**src/sv/sfd_pkg.sv**
```systemverilog
// ----------------------------------------------------------------------------
// sfd_pkg
// Shared types and constants for the serial frame deframer: header bytes,
// command codes, register indexes, controller states and the command and
// status bundles between controller and datapath.
// ----------------------------------------------------------------------------
package sfd_pkg;

	localparam logic [7:0] HDR_BYTE0 = 8'h5A;
	localparam logic [7:0] HDR_BYTE1 = 8'hA5;
	localparam logic [7:0] CMD_ESC_TO_DASH = 8'h64;
	localparam logic [7:0] CMD_DASH_TO_ESC = 8'h65;
	localparam logic [7:0] HDR_FIELDS = 8'd3;	// dest, source, command

	typedef enum logic [1:0] {
		CK_INV_SUM16 = 2'd0,
		CK_SUM16     = 2'd1,
		CK_XOR8      = 2'd2,
		CK_ALT_INV   = 2'd3
	} ck_mode_t;

	typedef enum logic [1:0] {
		REG_CK_MODE  = 2'd0,
		REG_DASH     = 2'd1,
		REG_ESC      = 2'd2,
		REG_RESERVED = 2'd3
	} reg_idx_t;

	typedef enum logic [1:0] {
		FT_OTHER     = 2'd0,
		FT_ESC2DASH  = 2'd1,
		FT_DASH2ESC  = 2'd2,
		FT_UNUSED    = 2'd3
	} frame_type_t;

	typedef enum logic [3:0] {
		ST_HUNT0,
		ST_HUNT1,
		ST_LEN,
		ST_BODY,
		ST_CKLO,
		ST_CKHI,
		ST_EVAL,
		ST_RD,
		ST_LD
	} sfd_state_t;

	typedef struct packed {
		logic cap_len;
		logic cap_body;
		logic cap_cklo;
		logic cap_ckhi;
		logic idx_clr;
		logic idx_inc;
		logic rd_en;
		logic load_single;
		logic load_payload;
	} ctrl_cmd_t;

	typedef struct packed {
		logic is_hdr0;
		logic is_hdr1;
		logic is_zero;
		logic body_last;
		logic mismatch;
		logic cnt_zero;
		logic idx_last;
		logic out_free;
	} dp_status_t;

endpackage

```
**src/sv/sfd_ctrl.sv**
```systemverilog
// ----------------------------------------------------------------------------
// sfd_ctrl
// Frame controller: tracks the frame phase byte by byte, then sequences the
// check evaluation and the payload readout run.
// ----------------------------------------------------------------------------
module sfd_ctrl
	import sfd_pkg::*;
(
	input  logic       clk,
	input  logic       arst_n,
	input  logic       in_valid,
	output logic       in_ready,
	input  dp_status_t sts,
	output ctrl_cmd_t  cmd
);

	sfd_state_t state_q, state_d;
	logic       accept;

	always_ff @(posedge clk or negedge arst_n) begin
		if (!arst_n) begin
			state_q <= ST_HUNT0;
		end else begin
			state_q <= state_d;
		end
	end

	always_comb begin
		state_d  = state_q;
		cmd      = '0;
		in_ready = 1'b0;
		accept   = 1'b0;
		case (state_q)
			ST_HUNT0: begin
				in_ready = 1'b1;
				accept   = in_valid;
				if (accept && sts.is_hdr0) state_d = ST_HUNT1;
			end
			ST_HUNT1: begin
				in_ready = 1'b1;
				accept   = in_valid;
				if (accept) begin
					if (sts.is_hdr1)      state_d = ST_LEN;
					else if (!sts.is_hdr0) state_d = ST_HUNT0;
				end
			end
			ST_LEN: begin
				in_ready    = 1'b1;
				accept      = in_valid;
				cmd.cap_len = accept;
				if (accept) state_d = sts.is_zero ? ST_CKLO : ST_BODY;
			end
			ST_BODY: begin
				in_ready     = 1'b1;
				accept       = in_valid;
				cmd.cap_body = accept;
				if (accept && sts.body_last) state_d = ST_CKLO;
			end
			ST_CKLO: begin
				in_ready     = 1'b1;
				accept       = in_valid;
				cmd.cap_cklo = accept;
				if (accept) state_d = ST_CKHI;
			end
			ST_CKHI: begin
				in_ready     = 1'b1;
				accept       = in_valid;
				cmd.cap_ckhi = accept;
				if (accept) state_d = ST_EVAL;
			end
			ST_EVAL: begin
				if (sts.mismatch || sts.cnt_zero) begin
					if (sts.out_free) begin
						cmd.load_single = 1'b1;
						state_d         = ST_HUNT0;
					end
				end else begin
					cmd.idx_clr = 1'b1;
					state_d     = ST_RD;
				end
			end
			ST_RD: begin
				cmd.rd_en = 1'b1;
				state_d   = ST_LD;
			end
			ST_LD: begin
				if (sts.out_free) begin
					cmd.load_payload = 1'b1;
					cmd.idx_inc      = 1'b1;
					state_d          = sts.idx_last ? ST_HUNT0 : ST_RD;
				end
			end
			default: begin
				state_d = ST_HUNT0;
			end
		endcase
	end

endmodule

```
**src/sv/sfd_datapath.sv**
```systemverilog
// ----------------------------------------------------------------------------
// sfd_datapath
// Frame registers, running check, payload buffer, configuration registers
// and the result output register.
// ----------------------------------------------------------------------------
module sfd_datapath
	import sfd_pkg::*;
#(
	parameter int PAYLOAD_MAX = 32
) (
	input  logic        clk,
	input  logic        arst_n,
	input  logic        cfg_write,
	input  logic [1:0]  cfg_index,
	input  logic [7:0]  cfg_data,
	input  logic [7:0]  data_byte,
	input  ctrl_cmd_t   cmd,
	output dp_status_t  sts,
	output logic        out_valid,
	input  logic        out_ready,
	output logic        status,
	output logic [1:0]  frame_type,
	output logic [7:0]  length_byte,
	output logic [7:0]  dest,
	output logic [7:0]  source,
	output logic [7:0]  command,
	output logic [5:0]  payload_count,
	output logic [4:0]  payload_index,
	output logic [7:0]  payload_byte,
	output logic [15:0] checksum_rx,
	output logic        last
);

	localparam int AW = (PAYLOAD_MAX > 1) ? $clog2(PAYLOAD_MAX) : 1;
	localparam int CW = $clog2(PAYLOAD_MAX + 1);

	// configuration
	logic [1:0]  ck_mode_q;
	logic [7:0]  dash_q, esc_q;

	// frame state
	logic [7:0]  len_q, pos_q;
	logic [15:0] sum_q;
	logic [7:0]  xor_q, dest_q, src_q, cmd_q, cklo_q, ckhi_q;
	logic [AW-1:0] idx_q;

	// payload buffer
	logic [7:0]  mem [PAYLOAD_MAX];
	logic [7:0]  rd_data_q;

	// output register
	logic        ov_q, st_q, last_q;
	logic [1:0]  ft_q;
	logic [7:0]  o_len_q, o_dest_q, o_src_q, o_cmd_q, o_pb_q;
	logic [5:0]  o_cnt_q;
	logic [4:0]  o_idx_q;
	logic [15:0] o_rx_q;

	logic [8:0]  pos_next;
	logic [7:0]  pay_off;
	logic        mem_we;
	logic [7:0]  diff;
	logic [CW-1:0] cnt;
	logic [15:0] rx, expected;
	logic [1:0]  ftype;

	assign pos_next = {1'b0, pos_q} + 9'd1;
	assign pay_off  = pos_q - HDR_FIELDS;
	assign mem_we   = cmd.cap_body && (pos_q >= HDR_FIELDS)
		&& (pay_off < 8'(PAYLOAD_MAX));
	assign rx       = {ckhi_q, cklo_q};

	always_comb begin
		case (ck_mode_t'(ck_mode_q))
			CK_SUM16: expected = sum_q;
			CK_XOR8:  expected = {8'h00, xor_q};
			default:  expected = ~sum_q;
		endcase
	end

	always_comb begin
		diff = (len_q >= HDR_FIELDS) ? (len_q - HDR_FIELDS) : 8'd0;
		cnt  = (diff > 8'(PAYLOAD_MAX)) ? CW'(PAYLOAD_MAX) : CW'(diff);
	end

	always_comb begin
		if (cmd_q == CMD_ESC_TO_DASH && dest_q == dash_q && src_q == esc_q)
			ftype = FT_ESC2DASH;
		else if (cmd_q == CMD_DASH_TO_ESC && dest_q == esc_q && src_q == dash_q)
			ftype = FT_DASH2ESC;
		else
			ftype = FT_OTHER;
	end

	always_comb begin
		sts.is_hdr0   = (data_byte == HDR_BYTE0);
		sts.is_hdr1   = (data_byte == HDR_BYTE1);
		sts.is_zero   = (data_byte == 8'd0);
		sts.body_last = (pos_next >= {1'b0, len_q});
		sts.mismatch  = (rx != expected);
		sts.cnt_zero  = (cnt == '0);
		sts.idx_last  = ((CW+1)'(idx_q) + (CW+1)'(1)) == (CW+1)'(cnt);
		sts.out_free  = !ov_q || out_ready;
	end

	always_ff @(posedge clk or negedge arst_n) begin
		if (!arst_n) begin
			ck_mode_q <= CK_INV_SUM16;
			dash_q    <= '0;
			esc_q     <= '0;
		end else if (cfg_write) begin
			case (reg_idx_t'(cfg_index))
				REG_CK_MODE: ck_mode_q <= cfg_data[1:0];
				REG_DASH:    dash_q    <= cfg_data;
				REG_ESC:     esc_q     <= cfg_data;
				default: ;
			endcase
		end
	end

	always_ff @(posedge clk or negedge arst_n) begin
		if (!arst_n) begin
			len_q  <= '0;
			pos_q  <= '0;
			sum_q  <= '0;
			xor_q  <= '0;
			dest_q <= '0;
			src_q  <= '0;
			cmd_q  <= '0;
			cklo_q <= '0;
			ckhi_q <= '0;
			idx_q  <= '0;
		end else begin
			if (cmd.cap_len) begin
				len_q  <= data_byte;
				pos_q  <= '0;
				sum_q  <= {8'h00, data_byte};
				xor_q  <= data_byte;
				dest_q <= '0;
				src_q  <= '0;
				cmd_q  <= '0;
			end
			if (cmd.cap_body) begin
				if (pos_q == 8'd0) dest_q <= data_byte;
				if (pos_q == 8'd1) src_q  <= data_byte;
				if (pos_q == 8'd2) cmd_q  <= data_byte;
				sum_q <= sum_q + {8'h00, data_byte};
				xor_q <= xor_q ^ data_byte;
				pos_q <= pos_next[7:0];
			end
			if (cmd.cap_cklo) cklo_q <= data_byte;
			if (cmd.cap_ckhi) ckhi_q <= data_byte;
			if (cmd.idx_clr) idx_q <= '0;
			else if (cmd.idx_inc) idx_q <= idx_q + AW'(1);
		end
	end

	always_ff @(posedge clk) begin
		if (mem_we) mem[pay_off[AW-1:0]] <= data_byte;
		if (cmd.rd_en) rd_data_q <= mem[idx_q];
	end

	always_ff @(posedge clk or negedge arst_n) begin
		if (!arst_n) begin
			ov_q <= 1'b0;
		end else if (cmd.load_single || cmd.load_payload) begin
			ov_q <= 1'b1;
		end else if (out_ready) begin
			ov_q <= 1'b0;
		end
	end

	always_ff @(posedge clk) begin
		if (cmd.load_single || cmd.load_payload) begin
			o_len_q  <= len_q;
			o_dest_q <= dest_q;
			o_src_q  <= src_q;
			o_cmd_q  <= cmd_q;
			o_rx_q   <= rx;
		end
		if (cmd.load_single) begin
			st_q    <= sts.mismatch;
			ft_q    <= sts.mismatch ? FT_OTHER : ftype;
			o_cnt_q <= '0;
			o_idx_q <= '0;
			o_pb_q  <= '0;
			last_q  <= 1'b1;
		end else if (cmd.load_payload) begin
			st_q    <= 1'b0;
			ft_q    <= ftype;
			o_cnt_q <= 6'(cnt);
			o_idx_q <= 5'(idx_q);
			o_pb_q  <= rd_data_q;
			last_q  <= sts.idx_last;
		end
	end

	assign out_valid     = ov_q;
	assign status        = st_q;
	assign frame_type    = ft_q;
	assign length_byte   = o_len_q;
	assign dest          = o_dest_q;
	assign source        = o_src_q;
	assign command       = o_cmd_q;
	assign payload_count = o_cnt_q;
	assign payload_index = o_idx_q;
	assign payload_byte  = o_pb_q;
	assign checksum_rx   = o_rx_q;
	assign last          = last_q;

endmodule

```
**src/sv/serial_frame_deframer.sv**
```systemverilog
// ----------------------------------------------------------------------------
// serial_frame_deframer
// Byte-stream frame parser with selectable check word and payload readout.
// ----------------------------------------------------------------------------
// Usage:
//   Input channel (in_valid/in_ready/data_byte) carries one received serial
//   byte per transaction. While a frame is being hunted or received, a byte
//   is taken every cycle.
//   When the check word high byte is taken, the block evaluates the check
//   and, for a good frame with stored payload, reads the payload buffer
//   back out: one result per stored byte, each taking a buffer read state
//   and then a load state, paced by the single read port of the buffer. A
//   bad check, or a good frame with no stored payload, yields one result.
//   The input stays stalled from the check word until the last result is
//   loaded into the output register.
//   Output channel (out_valid/out_ready) is a single output register; if the
//   receiver stalls, the run waits and the register holds its result.
//   Configuration writes (cfg_write/cfg_index/cfg_data) take effect at once
//   and should be made while no frame is in flight.
//   Reset clears the frame state, the registers and the output valid; the
//   payload buffer is not cleared (entries are always written before read).
// ----------------------------------------------------------------------------
module serial_frame_deframer
	import sfd_pkg::*;
#(
	parameter int PAYLOAD_MAX = 32
) (
	input  logic        clk,
	input  logic        arst_n,
	// configuration
	input  logic        cfg_write,
	input  logic [1:0]  cfg_index,
	input  logic [7:0]  cfg_data,
	// byte input
	input  logic        in_valid,
	output logic        in_ready,
	input  logic [7:0]  data_byte,
	// results
	output logic        out_valid,
	input  logic        out_ready,
	output logic        status,
	output logic [1:0]  frame_type,
	output logic [7:0]  length_byte,
	output logic [7:0]  dest,
	output logic [7:0]  source,
	output logic [7:0]  command,
	output logic [5:0]  payload_count,
	output logic [4:0]  payload_index,
	output logic [7:0]  payload_byte,
	output logic [15:0] checksum_rx,
	output logic        last
);

	ctrl_cmd_t  cmd;	// controller -> datapath
	dp_status_t sts;	// datapath -> controller

	// Phase tracking and readout sequencing
	sfd_ctrl u_ctrl (
		.clk      (clk),
		.arst_n   (arst_n),
		.in_valid (in_valid),
		.in_ready (in_ready),
		.sts      (sts),
		.cmd      (cmd)
	);

	// Frame registers, check, payload buffer, output register
	sfd_datapath #(
		.PAYLOAD_MAX (PAYLOAD_MAX)
	) u_dp (
		.clk           (clk),
		.arst_n        (arst_n),
		.cfg_write     (cfg_write),
		.cfg_index     (cfg_index),
		.cfg_data      (cfg_data),
		.data_byte     (data_byte),
		.cmd           (cmd),
		.sts           (sts),
		.out_valid     (out_valid),
		.out_ready     (out_ready),
		.status        (status),
		.frame_type    (frame_type),
		.length_byte   (length_byte),
		.dest          (dest),
		.source        (source),
		.command       (command),
		.payload_count (payload_count),
		.payload_index (payload_index),
		.payload_byte  (payload_byte),
		.checksum_rx   (checksum_rx),
		.last          (last)
	);

endmodule

```
**config.mk**
```make
export PLATFORM = sky130hd
export DESIGN_NAME = serial_frame_deframer
export DESIGN_NICKNAME = d
export VERILOG_FILES = /design/src/sv/sfd_pkg.sv /design/src/sv/sfd_ctrl.sv /design/src/sv/sfd_datapath.sv /design/src/sv/serial_frame_deframer.sv
export SDC_FILE = /design/constraint.sdc
export NUM_CORES = 1
export LEC_CHECK = 0
export ABC_AREA = 1
export BUFFER_PORTS_ARGS = -buffer_cell sky130_fd_sc_hd__buf_4
export CORE_UTILIZATION = 42
export DETAILED_ROUTE_END_ITERATION = 10
export HOLD_SLACK_MARGIN = 0.03
export PLACE_DENSITY_LB_ADDON = 0.3
export SLEW_MARGIN = 25
export SYNTH_ARGS = -nofsm -noshare
export SYNTH_HDL_FRONTEND = slang
export SYNTH_SLANG_ARGS = --single-unit
```
**constraint.sdc**
```tcl
create_clock -name clk -period 3.57 [get_ports clk]
set_input_delay 0.357 -clock clk [delete_from_list [all_inputs] [get_ports clk]]
set_output_delay 0.357 -clock clk [all_outputs]
set_load 0.05 [all_outputs]
```
# ---- Word level (Yosys, flattened, before mapping)
# Memories as Yosys holds them, arrays and structs flattened. A register that Yosys moved wholly into a read port is not among the register bits.
# Index checks and enable logic that the tools add are counted.
dict set report word_totals {
  wordCells 156
  ff_bits 179
  mem_bits_ro 0
  inputBits 23
  output_inout_bits 73
  ramBits 256
  latch_bits 0
  memories 1
}
dict set report classes {
  n_eq_ne 33
  n_bitwise 2
  mux 57
  div 0
  multipliers 0
  magnitude_cmp 5
  shift 0
  reduce_logical 26
  add_sub_neg 6
}
# memory words word_bits rd rd_ports_with_merged_regs write_ports line_no
set memory_table {}
lappend memory_table {u_dp.mem 32 8 1 1 1 sfd_datapath.sv:48} ;# logic [7:0] mem [PAYLOAD_MAX];
# op count
set op_table {}
lappend op_table {{$mux 8} 14}
lappend op_table {{$mux 4} 11}
lappend op_table {{$pmux 4 s9} 1}
lappend op_table {{$eq 8x8->1} 4}
lappend op_table {{$mux 16} 2}
lappend op_table {{$pmux 16 s2} 1}
lappend op_table {{$eq 8x7->1 const B} 3}
lappend op_table {{$mux 1} 18}
lappend op_table {{$add 16x8->16} 1}
lappend op_table {{$eq 4x3->1 const B} 4}
lappend op_table {{$ge 8x2->1 const B} 2}
lappend op_table {{$logic_not 8->1} 2}
lappend op_table {{$ne 16x16->1} 1}
lappend op_table {{$not 16->16} 1}
lappend op_table {{$sub 8x2->8 const B} 2}
lappend op_table {{$mux 2} 5}
lappend op_table {{$mux 5} 2}
lappend op_table {{$ne 2x2->1 const B} 5}
lappend op_table {{$add 8x1->9 const B} 1}
lappend op_table {{$ge 9x8->1} 1}
lappend op_table {{$reduce_and 9->1} 1}
lappend op_table {{$eq 4x2->1 const B} 2}
lappend op_table {{$eq 8x1->1 const B} 1}
lappend op_table {{$eq 8x2->1 const B} 1}
lappend op_table {{other kinds (24)} 43}

# ---- Logic depth before layout (Yosys ltp)
dict set report logic_depth {
  depth_word 10
  depth_mapped 21
  ltp_nobuf 21
}

# ---- Modules after synthesis
# From an unflattened synthesis, not the netlist that was laid out.
dict set report hier_totals {
  hier_cells 1802
  hier_area_um2 19297.3
}
# module seq_area_each_um2 area_per_inst_um2 instances cells_per_inst
set by_module_without_submodules {}
lappend by_module_without_submodules {sfd_datapath 12462.0 18836.8 1 1726}
lappend by_module_without_submodules {sfd_ctrl 100.1 460.4 1 76}

# ---- Least setup slack after synthesis
# Ideal clock, no wire load.
dict set report synth_timing {
  path_type {register to register}
  startpoint {register u_dp.ck_mode_q[0]}
  endpoint {register u_dp.o_rx_q[0], in the netlist u_dp.checksum_rx[0] (enable)}
  stages_incl_launch_ff 16
  setup_time_ns 0.604
  path_slack_ns 0.151
  arrival_time_ns 2.814
  required_ns 2.966
  n_path_buf 2
  synth_period_minus_slack_ns 3.419
  cell_sequence {dfrtp_1 -> inv_1 -> ha_1 -> inv_2 -> buf_6 -> nand3_2 -> nand2_1 -> xor2_1 -> inv_1 -> nor3_2 -> nand2_1 -> nor2_4 -> nand2_2 -> nand3_4 -> buf_6 -> nand2_1}
}
dict set report synth_between {
  elab_chain_cells 7
  elab_cells_between_ends 8
  classes_between {eq/ne (3); mux (3); reduce/logical (2)}
}
# item line_no
set synth_rtl {}
lappend synth_rtl {{start: declaration} sfd_datapath.sv:38} ;# logic [1:0] ck_mode_q;
lappend synth_rtl {{start signal: assignment} sfd_datapath.sv:113} ;# REG_CK_MODE: ck_mode_q <= cfg_data[1:0];
lappend synth_rtl {{$eq 2x2->1 or $eq 2x1->1 (tied branches)} sfd_datapath.sv:74} ;# case (ck_mode_t'(ck_mode_q))
lappend synth_rtl {{$pmux 16 s2 *} sfd_datapath.sv:74}
lappend synth_rtl {{$ne 16x16->1 *} sfd_datapath.sv:100} ;# sts.mismatch = (rx != expected);
lappend synth_rtl {{$logic_or 1x1->1 *} sfd_ctrl.sv:72} ;# if (sts.mismatch || sts.cnt_zero) begin
lappend synth_rtl {{$mux 1 *} sfd_ctrl.sv:72}
lappend synth_rtl {{$mux 1 *} sfd_ctrl.sv:33} ;# case (state_q)
lappend synth_rtl {{$logic_or 1x1->1 *} sfd_datapath.sv:174} ;# if (cmd.load_single || cmd.load_payload) begin
lappend synth_rtl {{end signal: assignment} sfd_datapath.sv:179} ;# o_rx_q <= rx;
lappend synth_rtl {{end: declaration} sfd_datapath.sv:57} ;# logic [15:0] o_rx_q;
# Every way passes the cells marked *; elsewhere a longest branch is shown, timed or not.
# A chain may end at the register's enable or synchronous reset.

# ---- Worst setup path after layout
dict set report layout_timing {
  startpoint {register u_ctrl.state_q[0]}
  endpoint {memory u_dp.mem[17][4] (enable)}
}
dict set report layout_between {
  elab_chain_cells 6
}
# item line_no
set layout_rtl {}
lappend layout_rtl {{start: declaration} sfd_ctrl.sv:17} ;# sfd_state_t state_q, state_d;
lappend layout_rtl {{start signal: assignment} sfd_ctrl.sv:24} ;# state_q <= state_d;
lappend layout_rtl {{$eq 4x2->1} sfd_ctrl.sv:33}
lappend layout_rtl {{$mux 1} sfd_ctrl.sv:33}
lappend layout_rtl {{$logic_and 1x1->1} sfd_datapath.sv:69} ;# assign mem_we = cmd.cap_body && (pos_q >= HDR_FIELDS)
lappend layout_rtl {{$logic_and 1x1->1} sfd_datapath.sv:70} ;# && (pay_off < 8'(PAYLOAD_MAX));
lappend layout_rtl {{$mux 1} sfd_datapath.sv:159} ;# if (mem_we) mem[pay_off[AW-1:0]] <= data_byte;
lappend layout_rtl {{$mux 1 (implied by the code)} sfd_datapath.sv:159}
lappend layout_rtl {{end: declaration} sfd_datapath.sv:48}
# No other way between the ends.

==> run summary <==
* result of the run: complete, no violations
* adder and majority cell fraction of the synthesized area: 1.84%
* Worst VDD drop: 0.696 mV
* Post-Synth XOR/XNOR Area: 1.89%
* number of global-route vias before repair: 13903
* clock tree root driver cell: sky130_fd_sc_hd__clkbuf_16
* Slew HR: 39.0%
* number of buffer cells added on primary ports: 95
* initial antenna violation count: 1
* number of enable-type register cells in the synthesized netlist: 315
* maximum clock path buffer count: 3
* clock-pin transition on the worst setup and hold timing paths: 0.06 ns
* most frequently used flop master after synthesis: sky130_fd_sc_hd__edfxtp_1
* Fin Clk Skew: 0.0187 ns
* setup repair after global routing missed its margin: false
* PnR worst setup slack: 0.485 ns
* class of the tightest hold or removal check: in -> reg
* sort of element at the start of the critical path: flop
* ratio of total power to cell area: 783 nW/um^2
* proportion of synthesized chip area in sequential cells: 64.7%
* share of cells above drive strength 1: 14.3%
* count of standard-cell rows: 78
* leading cell type in the layout, fill and taps excluded: sky130_fd_sc_hd__edfxtp_1
* area enclosed by the die boundary: 47100 um^2
* commonest cells after routing, fill and taps aside: sky130_fd_sc_hd__edfxtp_1 (315), sky130_fd_sc_hd__nand2_1 (276), sky130_fd_sc_hd__o21ai_0 (218)
* overall power consumption: 17700 uW
* max-slew violation total from the final report: 0
* count of antenna-violating nets left after detailed routing: 0
* total negative slack: 0 ns
* Data arrival, critical path: 3.30 ns
* DRT Pass-1 Iters: 5
* Die Span X: 217 um
* flop2flop setup slack: 0.48 ns
* Maximum Capacitance Violations: 0
* core region area: 45500 um^2
* synthesis-to-finish area growth: 16.1%
* wire length of the first global-routing pass: 80.6 mm
* Async SR Flop Fraction: 24.4%
* TritonCTS clock tree: done
* depth of the most critical reg-to-reg path: 8
* Tcrit/Tclk final: 86.4%
* dpl ws: 0.531 ns
* number of clock sinks: 443
* count of antenna diodes in the layout: 0
* Post-Syn Instances: 1793
* Post-Synthesis Cell Area: 19400 um^2
* mux share of post-synthesis cell area: 0%
* Iteration-0 DRC Markers: 1535
* critical path start-end classification: reg -> reg
* largest fanout on the critical path: 13
* final-stage net count: 1964
* Worst Hold Margin: 0.0572 ns
* number of failing setup endpoints in the final timing report: 0
* Yosys warning total: 0
* detailed-route vias per instance: 5.51
* area share of the largest cell type after synthesis: 48.7%
* Avg Synthesized Cell Area: 10.8 um^2
* transition time at the pin with the least slew margin: 0.914 ns
* hold endpoint: u_dp.dash_q[7]$_DFFE_PN0P_
* via count: 14061
* H-tree lvl count: 2
* Num CTS Buffers: 48
* IO Pins: 96
* Leakage: 0.00877 uW
* required time at the endpoint of the critical path: 3.79 ns
* time the worst path needs with I/O delays and setup: 3.09 ns
* Hold Path Cell Cnt: 3
* overflow left after global routing: 0
* die span in y: 217 um
* fin cells: 2552
* synth top area cells: sky130_fd_sc_hd__edfxtp_1 (49%), sky130_fd_sc_hd__dfrtp_1 (14%), sky130_fd_sc_hd__o21ai_0 (5.6%)
* dominant combinational cell family by area after synthesis: simple AND/OR/NAND/NOR gates
* number of distinct standard cells referenced by the synthesized netlist: 55
* wire per inst: 20.6 um
* Final Hold Viols: 0
* effective utilization at floorplan: 42.7%
* maximum operating frequency: 0.324 GHz
* max reg flops: 256
* Yosys top cell by area: sky130_fd_sc_hd__edfxtp_1
* aggregate routed wire length: 52.6 mm
* maximum number of pins on one net before global-route repair: 67
* post-synth net total: 1844
* # placed instances: 2461
* post-synthesis register bit count: 443
* weighted congestion at the end of routability-driven global placement: 0.926
* startpoint of the most critical hold path: cfg_data[7]
* GRT Total Usage: 22.5%
* Post CTS Setup Buffer Count: 0
* latest clock arrival within the worst-skew pair: 0.59 ns
* area fraction in compound gates after synthesis: 11.6%
* Critical R2R Capture: u_dp.mem[17][4]$_DFFE_PP_
* FF-to-FF Start: u_ctrl.state_q[0]$_DFFE_PN0P_
* HPWL reported at the end of detailed placement: 34.6 mm
* endpoint kind of the worst setup timing path: flop
* total DRC errors in the routed layout: 0
* Synth Area in Simple Gates: 15.1%
cell families after synthesis:
kind of cell,after synthesis
adders and majority gates,28
AOI/OAI and AO/OA,379
and+or+nand+nor,665
buffers and inverters,236
xor gates and xnor gates,42
DFF,443
worst max-delay path, stage by stage (launching register included):
cell and delay [ns]:
sky130_fd_sc_hd__dfrtp_1 0.55, sky130_fd_sc_hd__nand2_1 0.18, sky130_fd_sc_hd__nor2_2 0.19, sky130_fd_sc_hd__inv_2 0.08, sky130_fd_sc_hd__nor2_8 0.18, sky130_fd_sc_hd__inv_2 0.20, sky130_fd_sc_hd__nor4_4 0.36, sky130_fd_sc_hd__nand2_1 0.36
sky130_fd_sc_hd__nor2_1 0.60
synthesized netlist by cell type (2+ instances only):
master,number
sky130_fd_sc_hd__edfxtp_1,315
sky130_fd_sc_hd__nand2_1,277
sky130_fd_sc_hd__o21ai_0,218
sky130_fd_sc_hd__nor2_1,215
sky130_fd_sc_hd__inv_1,143
sky130_fd_sc_hd__dfrtp_1,108
sky130_fd_sc_hd__nand3_1,93
sky130_fd_sc_hd__o22ai_1,59
sky130_fd_sc_hd__clkbuf_1,54
sky130_fd_sc_hd__xor2_1,31
sky130_fd_sc_hd__ha_1,27
sky130_fd_sc_hd__o221ai_1,27
sky130_fd_sc_hd__dfxtp_1,20
sky130_fd_sc_hd__a21oi_1,18
sky130_fd_sc_hd__nand4_1,18
sky130_fd_sc_hd__o211ai_1,18
sky130_fd_sc_hd__inv_2,14
sky130_fd_sc_hd__buf_2,12
sky130_fd_sc_hd__nor3_1,12
sky130_fd_sc_hd__or2_2,12
sky130_fd_sc_hd__o211ai_2,11
sky130_fd_sc_hd__xnor2_1,11
sky130_fd_sc_hd__o21ai_1,9
sky130_fd_sc_hd__a221oi_1,8
sky130_fd_sc_hd__nor4_1,6
sky130_fd_sc_hd__nand2_2,5
sky130_fd_sc_hd__nor2_4,5
sky130_fd_sc_hd__clkinv_1,4
sky130_fd_sc_hd__nand3_2,4
sky130_fd_sc_hd__nand4_2,4
sky130_fd_sc_hd__buf_1,3
sky130_fd_sc_hd__buf_6,3
sky130_fd_sc_hd__a211oi_1,2
sky130_fd_sc_hd__a31oi_1,2
sky130_fd_sc_hd__buf_4,2
sky130_fd_sc_hd__nand2_4,2
sky130_fd_sc_hd__nor2_2,2
sky130_fd_sc_hd__or2_1,2
metrics by stage:
| stage | area [um^2] | util, % |
|---|---|---|
| floorplan | 19400 | - |
| global placement | 20900 | 46.1 |
| detailed placement | 20900 | 46.1 |
| CTS | 22500 | 49.6 |
| global route | 22600 | 49.6 |
| finish | 22600 | 49.6 |
how the worst max path moves through the flow:
| stage | slack [ns] | endpoint | from | cells after the start |
|---|---|---|---|---|
| 3_3_place_gp | 0.63 | u_dp.mem[17][4]$_DFFE_PP_ | u_ctrl.state_q[0]$_DFFE_PN0P_ | 8 |
| 2_1_floorplan | 0.15 | u_dp.checksum_rx[0]$_DFFE_PP_ | u_dp.ck_mode_q[0]$_DFFE_PN0P_ | 15 |
| 3_5_place_dp | 0.53 | u_dp.mem[17][4]$_DFFE_PP_ | u_ctrl.state_q[0]$_DFFE_PN0P_ | 8 |
| 6_report | 0.48 | u_dp.mem[17][4]$_DFFE_PP_ | u_ctrl.state_q[0]$_DFFE_PN0P_ | 8 |
| 4_1_cts | 0.52 | u_dp.mem[17][4]$_DFFE_PP_ | u_ctrl.state_q[0]$_DFFE_PN0P_ | 8 |
| 5_1_grt | 0.24 | u_dp.mem[25][6]$_DFFE_PP_ | u_ctrl.state_q[0]$_DFFE_PN0P_ | 8 |
routing by layer:
| layer | global-route usage (%) | vias to the layer above | part of all wire (%) |
|---|---|---|---|
| li1 | - | 6526 | - |
| met3 | 3.10 | 97 | 5.5 |
| met1 | 29.8 | 6947 | 42 |
| met5 | 0 | - | 0 |
| met4 | 8.31 | 0 | 3.0 |
| met2 | 37.8 | 491 | 49 |
report_power, final:
group	internal (uW)	leakage, uW	switching (uW)
registers	6140	0.00442	706
clock network	2930	0.000768	2070
logic	1850	0.00358	3970
total	10900	0.00877	6740
cell type report:
cell class	count	area (um^2)
repair buffers	145	1130
multi-input cells	1114	5920
inverters	161	606
well taps	600	751
clock buffers	59	1240
clock inverters	30	339
fillers	4064	22900
flip-flops and latches	443	12600
what timing repair did:
item / 4_1_cts / 5_1_grt
endpoints found under the hold margin: 63 / 0
hold buffers: 2 / 0
resized for setup: 0 / 0
(Power assumes the default switching activity.)
